$ cat src/rtl/sse_pkg.sv
// ----------------------------------------------------------------------------
// sse_pkg
// shared types and constants of the shell sort engine
// ----------------------------------------------------------------------------
package sse_pkg;

   localparam int VALUE_W     = 32;
   localparam int QUEUE_DEPTH = 2;
   localparam int QUEUE_PTR_W = $clog2(QUEUE_DEPTH);
   localparam int QUEUE_CNT_W = $clog2(QUEUE_DEPTH + 1);

   // one classified item, as handed from the front to the back
   typedef struct packed {
      logic [VALUE_W-1:0] value;
      logic               store;   // room left, value goes into the store
      logic               last;    // closes the set
      logic               ovf;     // some item of this set was dropped
   } entry_type;

endpackage

$ cat src/rtl/sse_ram.sv
// ----------------------------------------------------------------------------
// sse_ram
// generic simple dual-port ram, one write and one registered read per cycle
// ----------------------------------------------------------------------------
module sse_ram #(
   parameter int WIDTH = 32,
   parameter int DEPTH = 64
) (
   input  logic                     clock,
   input  logic                     wr_en,
   input  logic [$clog2(DEPTH)-1:0] wr_addr,
   input  logic [WIDTH-1:0]         wr_data,
   input  logic [$clog2(DEPTH)-1:0] rd_addr,
   output logic [WIDTH-1:0]         rd_data
);

   logic [WIDTH-1:0] mem_ff [DEPTH];
   logic [WIDTH-1:0] rd_data_ff;

   always_ff @(posedge clock) begin
      if (wr_en) begin
         mem_ff[wr_addr] <= wr_data;
      end
      rd_data_ff <= mem_ff[rd_addr];
   end

   assign rd_data = rd_data_ff;

endmodule

$ cat src/rtl/sse_queue.sv
// ----------------------------------------------------------------------------
// sse_queue
// short fifo of classified items between front and back
// ----------------------------------------------------------------------------
module sse_queue (
   input  logic                clock,
   input  logic                reset,
   input  logic                push,
   input  sse_pkg::entry_type  push_entry,
   output logic                push_ready,
   input  logic                pop,
   output sse_pkg::entry_type  pop_entry,
   output logic                pop_valid
);

   sse_pkg::entry_type                   slot_ff [sse_pkg::QUEUE_DEPTH];
   logic [sse_pkg::QUEUE_PTR_W-1:0]      wr_ptr_ff, wr_ptr_in;
   logic [sse_pkg::QUEUE_PTR_W-1:0]      rd_ptr_ff, rd_ptr_in;
   logic [sse_pkg::QUEUE_CNT_W-1:0]      cnt_ff, cnt_in;
   logic                                 do_push, do_pop;

   assign push_ready = (cnt_ff != sse_pkg::QUEUE_CNT_W'(sse_pkg::QUEUE_DEPTH));
   assign pop_valid  = (cnt_ff != '0);
   assign pop_entry  = slot_ff[rd_ptr_ff];
   assign do_push    = push & push_ready;
   assign do_pop     = pop & pop_valid;

   always_comb begin
      wr_ptr_in = wr_ptr_ff;
      rd_ptr_in = rd_ptr_ff;
      cnt_in    = cnt_ff;
      if (do_push) begin
         wr_ptr_in = (wr_ptr_ff == sse_pkg::QUEUE_PTR_W'(sse_pkg::QUEUE_DEPTH - 1))
                     ? '0 : wr_ptr_ff + 1'b1;
      end
      if (do_pop) begin
         rd_ptr_in = (rd_ptr_ff == sse_pkg::QUEUE_PTR_W'(sse_pkg::QUEUE_DEPTH - 1))
                     ? '0 : rd_ptr_ff + 1'b1;
      end
      if (do_push && !do_pop) begin
         cnt_in = cnt_ff + 1'b1;
      end else if (do_pop && !do_push) begin
         cnt_in = cnt_ff - 1'b1;
      end
   end

   always_ff @(posedge clock) begin
      if (reset) begin
         wr_ptr_ff <= '0;
         rd_ptr_ff <= '0;
         cnt_ff    <= '0;
      end else begin
         wr_ptr_ff <= wr_ptr_in;
         rd_ptr_ff <= rd_ptr_in;
         cnt_ff    <= cnt_in;
      end
   end

   always_ff @(posedge clock) begin
      if (do_push) begin
         slot_ff[wr_ptr_ff] <= push_entry;
      end
   end

endmodule

$ cat src/rtl/sse_front.sv
// ----------------------------------------------------------------------------
// sse_front
// accepts items, tracks fill level and marks each item stored or dropped
// ----------------------------------------------------------------------------
module sse_front #(
   parameter int MAX_ITEMS = 64
) (
   input  logic                                clock,
   input  logic                                reset,
   input  logic                                req_tvalid,
   output logic                                req_tready,
   input  logic signed [sse_pkg::VALUE_W-1:0]  req_value,
   input  logic                                req_last,
   output logic                                push,
   output sse_pkg::entry_type                  push_entry,
   input  logic                                push_ready
);

   localparam int CW = $clog2(MAX_ITEMS + 1);

   logic [CW-1:0] cnt_ff, cnt_in;
   logic          ovf_ff, ovf_in;
   logic          room;

   assign req_tready = push_ready;
   assign push       = req_tvalid & push_ready;
   assign room       = (cnt_ff < CW'(MAX_ITEMS));

   always_comb begin
      push_entry.value = req_value;
      push_entry.store = room;
      push_entry.last  = req_last;
      push_entry.ovf   = ovf_ff | ~room;
   end

   always_comb begin
      cnt_in = cnt_ff;
      ovf_in = ovf_ff;
      if (push) begin
         if (req_last) begin
            cnt_in = '0;
            ovf_in = 1'b0;
         end else if (room) begin
            cnt_in = cnt_ff + 1'b1;
         end else begin
            ovf_in = 1'b1;
         end
      end
   end

   always_ff @(posedge clock) begin
      if (reset) begin
         cnt_ff <= '0;
         ovf_ff <= 1'b0;
      end else begin
         cnt_ff <= cnt_in;
         ovf_ff <= ovf_in;
      end
   end

endmodule

$ cat src/rtl/sse_back.sv
// ----------------------------------------------------------------------------
// sse_back
// writes stored items, runs the shell sort over the ram and streams results
// ----------------------------------------------------------------------------
module sse_back #(
   parameter int MAX_ITEMS = 64
) (
   input  logic                                clock,
   input  logic                                reset,
   input  sse_pkg::entry_type                  pop_entry,
   input  logic                                pop_valid,
   output logic                                pop,
   output logic                                rsp_tvalid,
   input  logic                                rsp_tready,
   output logic signed [sse_pkg::VALUE_W-1:0]  rsp_value,
   output logic                                rsp_last,
   output logic                                rsp_ovf
);

   localparam int AW = $clog2(MAX_ITEMS);
   localparam int CW = $clog2(MAX_ITEMS + 1);
   localparam int PW = CW + 1;

   typedef enum logic [6:0] {
      S_IDLE = 7'b0000001,
      S_NEXT = 7'b0000010,
      S_HOLD = 7'b0000100,
      S_CMP  = 7'b0001000,
      S_PUT  = 7'b0010000,
      S_ORD  = 7'b0100000,
      S_OLD  = 7'b1000000
   } state_type;

   state_type                     state_ff, state_in;
   logic [CW-1:0]                 n_ff, n_in;
   logic [CW-1:0]                 gap_ff, gap_in;
   logic [CW-1:0]                 start_ff, start_in;
   logic [PW-1:0]                 pos_ff, pos_in;
   logic [CW-1:0]                 slot_ff, slot_in;
   logic [CW-1:0]                 k_ff, k_in;
   logic                          run_ovf_ff, run_ovf_in;
   logic [sse_pkg::VALUE_W-1:0]   hold_ff, hold_in;
   logic                          rsp_valid_ff, rsp_valid_in;
   logic [sse_pkg::VALUE_W-1:0]   rsp_value_ff, rsp_value_in;
   logic                          rsp_last_ff, rsp_last_in;
   logic                          rsp_ovf_ff, rsp_ovf_in;

   logic                          wr_en;
   logic [AW-1:0]                 wr_addr;
   logic [sse_pkg::VALUE_W-1:0]   wr_data;
   logic [AW-1:0]                 rd_addr;
   logic [sse_pkg::VALUE_W-1:0]   rd_data;

   logic [CW-1:0]                 n_new, gap_half, start_nx, slot_nx;
   logic [PW-1:0]                 pos_step;
   logic                          rsp_free;

   sse_ram #(
      .WIDTH (sse_pkg::VALUE_W),
      .DEPTH (MAX_ITEMS)
   ) u_store (
      .clock   (clock),
      .wr_en   (wr_en),
      .wr_addr (wr_addr),
      .wr_data (wr_data),
      .rd_addr (rd_addr),
      .rd_data (rd_data)
   );

   assign pop        = (state_ff == S_IDLE);
   assign n_new      = n_ff + CW'(pop_entry.store);
   assign gap_half   = gap_ff >> 1;
   assign start_nx   = start_ff + 1'b1;
   assign slot_nx    = slot_ff - gap_ff;
   assign pos_step   = pos_ff + PW'(gap_ff);
   assign rsp_free   = ~rsp_valid_ff | rsp_tready;

   assign rsp_tvalid = rsp_valid_ff;
   assign rsp_value  = rsp_value_ff;
   assign rsp_last   = rsp_last_ff;
   assign rsp_ovf    = rsp_ovf_ff;

   always_comb begin
      state_in     = state_ff;
      n_in         = n_ff;
      gap_in       = gap_ff;
      start_in     = start_ff;
      pos_in       = pos_ff;
      slot_in      = slot_ff;
      k_in         = k_ff;
      run_ovf_in   = run_ovf_ff;
      hold_in      = hold_ff;
      rsp_value_in = rsp_value_ff;
      rsp_last_in  = rsp_last_ff;
      rsp_ovf_in   = rsp_ovf_ff;
      rsp_valid_in = rsp_valid_ff & ~rsp_tready;
      wr_en        = 1'b0;
      wr_addr      = n_ff[AW-1:0];
      wr_data      = pop_entry.value;
      rd_addr      = k_ff[AW-1:0];

      case (state_ff)
         S_IDLE: begin
            if (pop_valid) begin
               wr_en = pop_entry.store;
               n_in  = n_new;
               if (pop_entry.last) begin
                  run_ovf_in = pop_entry.ovf;
                  gap_in     = n_new >> 1;
                  start_in   = '0;
                  pos_in     = PW'(n_new >> 1);
                  k_in       = '0;
                  state_in   = ((n_new >> 1) == '0) ? S_ORD : S_NEXT;
               end
            end
         end
         S_NEXT: begin
            if (pos_ff < PW'(n_ff)) begin
               rd_addr  = pos_ff[AW-1:0];
               state_in = S_HOLD;
            end else if (start_nx < gap_ff) begin
               start_in = start_nx;
               pos_in   = PW'(start_nx) + PW'(gap_ff);
            end else if (gap_half == '0) begin
               k_in     = '0;
               state_in = S_ORD;
            end else begin
               gap_in   = gap_half;
               start_in = '0;
               pos_in   = PW'(gap_half);
            end
         end
         S_HOLD: begin
            // pos is at least gap, so the first compare always exists
            hold_in  = rd_data;
            slot_in  = pos_ff[CW-1:0];
            rd_addr  = pos_ff[AW-1:0] - gap_ff[AW-1:0];
            state_in = S_CMP;
         end
         S_CMP: begin
            wr_en   = 1'b1;
            wr_addr = slot_ff[AW-1:0];
            if ($signed(rd_data) > $signed(hold_ff)) begin
               // shift the larger element up by one gap
               wr_data = rd_data;
               slot_in = slot_nx;
               if (slot_nx >= gap_ff) begin
                  rd_addr = slot_nx[AW-1:0] - gap_ff[AW-1:0];
               end else begin
                  state_in = S_PUT;
               end
            end else begin
               wr_data  = hold_ff;
               pos_in   = pos_step;
               state_in = S_NEXT;
            end
         end
         S_PUT: begin
            wr_en    = 1'b1;
            wr_addr  = slot_ff[AW-1:0];
            wr_data  = hold_ff;
            pos_in   = pos_step;
            state_in = S_NEXT;
         end
         S_ORD: begin
            state_in = S_OLD;
         end
         S_OLD: begin
            if (rsp_free) begin
               rsp_valid_in = 1'b1;
               rsp_value_in = rd_data;
               rsp_ovf_in   = run_ovf_ff;
               rsp_last_in  = (k_ff == n_ff - 1'b1);
               if (k_ff == n_ff - 1'b1) begin
                  n_in     = '0;
                  state_in = S_IDLE;
               end else begin
                  k_in     = k_ff + 1'b1;
                  state_in = S_ORD;
               end
            end
         end
         default: begin
            state_in = S_IDLE;
         end
      endcase
   end

   always_ff @(posedge clock) begin
      if (reset) begin
         state_ff     <= S_IDLE;
         n_ff         <= '0;
         rsp_valid_ff <= 1'b0;
      end else begin
         state_ff     <= state_in;
         n_ff         <= n_in;
         rsp_valid_ff <= rsp_valid_in;
      end
   end

   always_ff @(posedge clock) begin
      gap_ff       <= gap_in;
      start_ff     <= start_in;
      pos_ff       <= pos_in;
      slot_ff      <= slot_in;
      k_ff         <= k_in;
      run_ovf_ff   <= run_ovf_in;
      hold_ff      <= hold_in;
      rsp_value_ff <= rsp_value_in;
      rsp_last_ff  <= rsp_last_in;
      rsp_ovf_ff   <= rsp_ovf_in;
   end

endmodule

$ cat src/rtl/shell_sort_engine.sv
// ----------------------------------------------------------------------------
// shell_sort_engine
// collects a set of signed 32-bit values and streams them back sorted
// ----------------------------------------------------------------------------
// usage:
//   req_* carries one value per item; req_tlast closes the set. up to
//   MAX_ITEMS values are kept, further items of the set are dropped and every
//   result of that set then has rsp_tuser set.
//   rsp_* returns the set in ascending order, rsp_tlast on the last one.
// throughput and sequencing:
//   the front takes one item per cycle into a two-entry queue while it has
//   room; the back writes one item per cycle into the store while no sort
//   runs. the sort uses one ram read and one write per cycle: each gap
//   position is read (S_NEXT), held while the element one gap below is read
//   (S_HOLD), and larger elements shift up (S_CMP) until the held value is
//   written (S_CMP or S_PUT). each result is read (S_ORD), then registered
//   for output (S_OLD); the serial compare and shift loop sets the run time.
// reset:
//   synchronous, active high; the store is empty and no result is pending.
// stall:
//   a result waits in the output register while rsp_tready is low and the
//   back holds; the front keeps taking items until the queue fills.
// ----------------------------------------------------------------------------
module shell_sort_engine #(
   parameter int MAX_ITEMS = 64
) (
   input  logic        clock,
   input  logic        reset,
   // input channel
   input  logic        req_tvalid,
   output logic        req_tready,
   input  logic [31:0] req_tdata,   // [31:0] value
   input  logic        req_tlast,   // is_last
   // result channel
   output logic        rsp_tvalid,
   input  logic        rsp_tready,
   output logic [31:0] rsp_tdata,   // [31:0] sorted_value
   output logic        rsp_tlast,   // end_of_run
   output logic        rsp_tuser    // [0] overflowed
);

   sse_pkg::entry_type push_entry;   // classified item into the queue
   sse_pkg::entry_type pop_entry;    // head of the queue
   logic               push, push_ready;
   logic               pop, pop_valid;
   logic signed [31:0] rsp_value;

   // front: handshake, fill level, drop marking
   sse_front #(
      .MAX_ITEMS (MAX_ITEMS)
   ) u_front (
      .clock      (clock),
      .reset      (reset),
      .req_tvalid (req_tvalid),
      .req_tready (req_tready),
      .req_value  (req_tdata),
      .req_last   (req_tlast),
      .push       (push),
      .push_entry (push_entry),
      .push_ready (push_ready)
   );

   // decouples item intake from the sort and output sequencer
   sse_queue u_queue (
      .clock      (clock),
      .reset      (reset),
      .push       (push),
      .push_entry (push_entry),
      .push_ready (push_ready),
      .pop        (pop),
      .pop_entry  (pop_entry),
      .pop_valid  (pop_valid)
   );

   // back: store writes, shell sort passes, result streaming
   sse_back #(
      .MAX_ITEMS (MAX_ITEMS)
   ) u_back (
      .clock      (clock),
      .reset      (reset),
      .pop_entry  (pop_entry),
      .pop_valid  (pop_valid),
      .pop        (pop),
      .rsp_tvalid (rsp_tvalid),
      .rsp_tready (rsp_tready),
      .rsp_value  (rsp_value),
      .rsp_last   (rsp_tlast),
      .rsp_ovf    (rsp_tuser)
   );

   assign rsp_tdata = rsp_value;

endmodule
$ cat config.mk
export PLATFORM = sky130hd
export DESIGN_NAME = shell_sort_engine
export DESIGN_NICKNAME = d
export VERILOG_FILES = /design/src/rtl/sse_pkg.sv /design/src/rtl/sse_ram.sv /design/src/rtl/sse_queue.sv /design/src/rtl/sse_front.sv /design/src/rtl/sse_back.sv /design/src/rtl/shell_sort_engine.sv
export SDC_FILE = /design/constraint.sdc
export NUM_CORES = 2
export LEC_CHECK = 0
export BUFFER_PORTS_ARGS = -buffer_cell sky130_fd_sc_hd__buf_4
export CORE_MARGIN = 5
export CORE_UTILIZATION = 35
export CTS_CLUSTER_SIZE = 28
export DETAILED_ROUTE_END_ITERATION = 12
export PLACE_DENSITY = 0.57
export SYNTH_ARGS = -nofsm -noshare
export SYNTH_HDL_FRONTEND = slang
export SYNTH_SLANG_ARGS = --single-unit
$ cat constraint.sdc
create_clock -name clock -period 12 [get_ports clock]
set_input_delay 1.2 -clock clock [delete_from_list [all_inputs] [get_ports clock]]
set_output_delay 1.2 -clock clock [all_outputs]
set_load 0.02 [all_outputs]
==> flow_metrics.tcl <==
set metrics [dict create \
    clk_latency_ns 0.87 \
    clkSinkCount 2280 \
    remaining_drc_errors 0 \
    root_buffer "clkbuf_16" \
    synth_edf_count 2220 \
    antenna_found_initial 27 \
    cp_top_family "compound AO/OA/AOI/OAI gates" \
    maxCapViolations 0 \
    period_needed_ns 7.622 \
    rows 186 \
    die_w_um 518.2 \
    drtIter0Drc 6223 \
    synthDistinctLibCells 86 \
    grt_max_degree 126 \
    syn_to_final_growth_pct 14.18 \
    p_comb_share_pct 30.2 \
    final_core_util_pct 40.18 \
    relSlewSlack_pct 5.389 \
    max_freq_mhz 131.2 \
    syn_area_um2 90410 \
    rsz0062_at_grt "false" \
    critPathMaxStageDelay_ns 1.10 \
    die_y_um 518.2 \
    hold_class "flip-flop to flip-flop" \
    cts.htree.levels 4 \
    synthFlopType "edfxtp_1" \
    path_buf_inv 3 \
    nFillCells 22894 \
    p_per_area_nw_per_um2 240.3 \
    nNetsFinal 5120 \
    clk_pin_slew_worst_paths_ns 0.06 \
    finClkSkew_ns 0.05599 \
    layout_common_cells "edfxtp_1 (2220), mux4_2 (395), nand2_1 (273), buf_4 (240), clkbuf_16 (232)" \
    power_w 0.02481 \
    via_per_inst 5.699 \
    post_drt_wl_per_cell_um 30.62 \
    die_area_um2 268600 \
    setup_tns_ns 0 \
    ys_warn_count 0 \
    layout-drive-gt1-share_pct 21.70 \
    io_buffers 72 \
    syn-num-nets 4908 \
    internal_power_w 0.01638 \
    synth.ff_latch_count 2280 \
    post-place-ws_ns 4.525 \
    fin_ws_ns 4.378 \
    finalMaxSlewViolations 0 \
    grt_use_total_pct 19.03 \
    cts_resized 0 \
    period_share_pct 63.52 \
    async_reset_ff_share_pct 0 \
    hold_buffers 0 \
    pwr-share-seq_pct 41.1 \
    syn_inst 4784 \
    swShare_pct 33.98 \
    post_cts_buffers 0 \
    cp-end-kind "flip-flop" \
    crit_path_frequent_cell "a21oi_1" \
    final_common_cell "edfxtp_1" \
    worst_pin_slew_ns 1.410 \
    required_ns 12.69 \
    grt_overflow_total 0 \
    ir_drop_mv 0.1830 \
    worstPathMaxFanout 42 \
    critPathKind "flip-flop to flip-flop" \
    syn_avg_cell_area_um2 18.90 \
    clockBufferDepth 3 \
    worst_ep_arrival_time_ns 8.31 \
    cp_slowest_cell "a311oi_1" \
    finalSetupViolCount 0 \
    start_kind "flip-flop" \
    grt_pass1_vias 47979 \
    p_leak_nw 33.04 \
    status "completed" \
    vias 48940 \
    crit_chain "inv_1 > ha_1 > nor2b_1 > o21ai_0 > nand2b_1 > a21o_1 > a21oi_1 > xnor2_1 > ha_1 > nor2_1 > a41o_1 > a21o_1 > a2111oi_1 > a211o_4 > buf_4 > buf_4 > mux4_2 > nand2_1 > a21oi_1 > a311oi_1 > a21oi_1" \
    hpwl_mm 145.7 \
    drt_wl_total_mm 262.9 \
    core-area_um2 256900 \
    start_util_pct 35.19 \
    ios 73 \
    hold_violations 0 \
    dr.pass1.iters 5 \
    ant_nets 0 \
    gp_congestion 0.8311 \
    tritoncts "yes" \
    clkPwrFrac_pct 28.7 \
    ys_seq_area_share_pct 75.07 \
    cts_buffers 228 \
    grt_pass1_wl_mm 368.4 \
    p_switching_w 0.008429 \
]
==> synth_stat cells, types with 9 or more instances <==
master	instances	area, µm²
o211a_1	9	90.09
clkbuf_1	116	435.4
a21oi_1	71	355.3
a311oi_1	38	332.8
nand4_1	12	75.07
nand2b_1	27	168.9
ha_1	82	1026
nand2_1	275	1032
buf_2	64	320.3
and4_1	16	140.1
buf_6	13	146.4
dfxtp_1	60	1201
mux2i_1	169	1692
edfxtp_1	2220	66660
o211ai_1	9	67.56
buf_4	46	345.3
a211oi_1	16	120.1
and3_1	77	481.7
mux4_2	395	8896
xnor2_1	28	245.2
a221oi_1	12	105.1
nor2_1	187	701.9
a221o_1	34	340.3
a22oi_1	204	1531
o21a_1	22	165.2
nor2b_1	12	75.07
inv_1	77	289.0
o22ai_1	20	125.1
xor2_1	23	201.4
a2111oi_0	20	175.2
a31oi_1	35	219.0
o21ai_0	96	480.5
buf_1	9	33.78
and2_1	12	75.07
nor3_1	21	105.1
nand3_1	129	645.6
==> per-layer routing <==
metal / part of all wire [%] / global-route usage, % / vias to the layer above
met2: 46 / 29.65 / 2364
met3: 9.5 / 4.640 / 401
met5: 0.034 / 0 / -
met4: 2.8 / 5.472 / 14
met1: 42 / 26.67 / 26177
li1: - / - / 19984
==> power groups by stage <==
stage / Combinational (W) / Clock [W] / Sequential [W]
after floorplan: 0.00473 / 0 / 0.0101
after global placement: 0.00744 / 0 / 0.0103
after detailed placement: 0.00750 / 0 / 0.0103
after CTS: 0.00752 / 0.00722 / 0.0102
after global routing: 0.00795 / 0.00757 / 0.0102
final: 0.00750 / 0.00711 / 0.0102
==> kinds of logic (layout without fill, tap and decap cells) <==
kind of cell	Yosys count	after routing	synth area share [%]
xor gates and xnor gates	51	51	0.4941
adders and majority gates	87	87	1.246
AOI/OAI and AO/OA	646	646	5.126
and+or+nand+nor	806	806	4.198
muxes	573	573	11.86
other	1	12	0.004148
buffers and inverters	340	749	2.008
DFF	2280	2280	75.07
==> per-stage QoR <==
stage,cells,instance area (µm²),hold slack [ns]
finish,8588,103200,0.4334
floorplan,4784,90410,0.4003
CTS,8577,103200,0.4420
global placement,8149,95670,0.4245
detailed placement,8150,95680,0.4284
global route,8579,103200,0.4502
==> area by class of cell <==
class	instances	area, µm²	area share (%)
sequential	2280	67870	65.74
clock inverter	133	1341	1.299
inverter	77	289.0	0.2800
multi-input combinational	2164	21400	20.73
timing repair buffer	245	1893	1.834
tap	3384	4234	4.102
clock buffer	294	6178	5.985
antenna	11	27.53	0.02667
==> registers in the layout (all words and copies together) (netlist names), named ones only <==
signal,count
u_back.gap_ff,6
u_back.hold_ff,32
u_back.k_ff,7
u_back.n_ff,7
u_back.pos_ff,8
u_back.rsp_last,1
u_back.rsp_ovf,1
u_back.rsp_tvalid,1
u_back.rsp_value,32
u_back.run_ovf_ff,1
u_back.slot_ff,7
u_back.start_ff,7
u_back.state_ff,7
u_back.u_store.mem_ff,2048
u_back.u_store.rd_data,32
u_front.cnt_ff,7
u_front.ovf_ff,1
u_queue.cnt_ff,2
u_queue.rd_ptr_ff,1
u_queue.slot_ff,70
u_queue.wr_ptr_ff,1
==> worst paths after layout <==
| kind | startpoint | end | slack [ns] | depth (start not counted) |
|---|---|---|---|---|
| worst max-delay path | u_back.gap_ff[1] | u_back.u_store.rd_data[23] | 4.38 | 21 |
| worst min-delay path | u_back.run_ovf_ff | u_back.rsp_ovf | 0.43 | 0 |
| worst max register to register | u_back.gap_ff[1] | u_back.u_store.rd_data[23] | 4.38 | 21 |
| worst min register to register | u_back.run_ovf_ff | u_back.rsp_ovf | 0.43 | 0 |
Power figures use the tool's default switching activity.
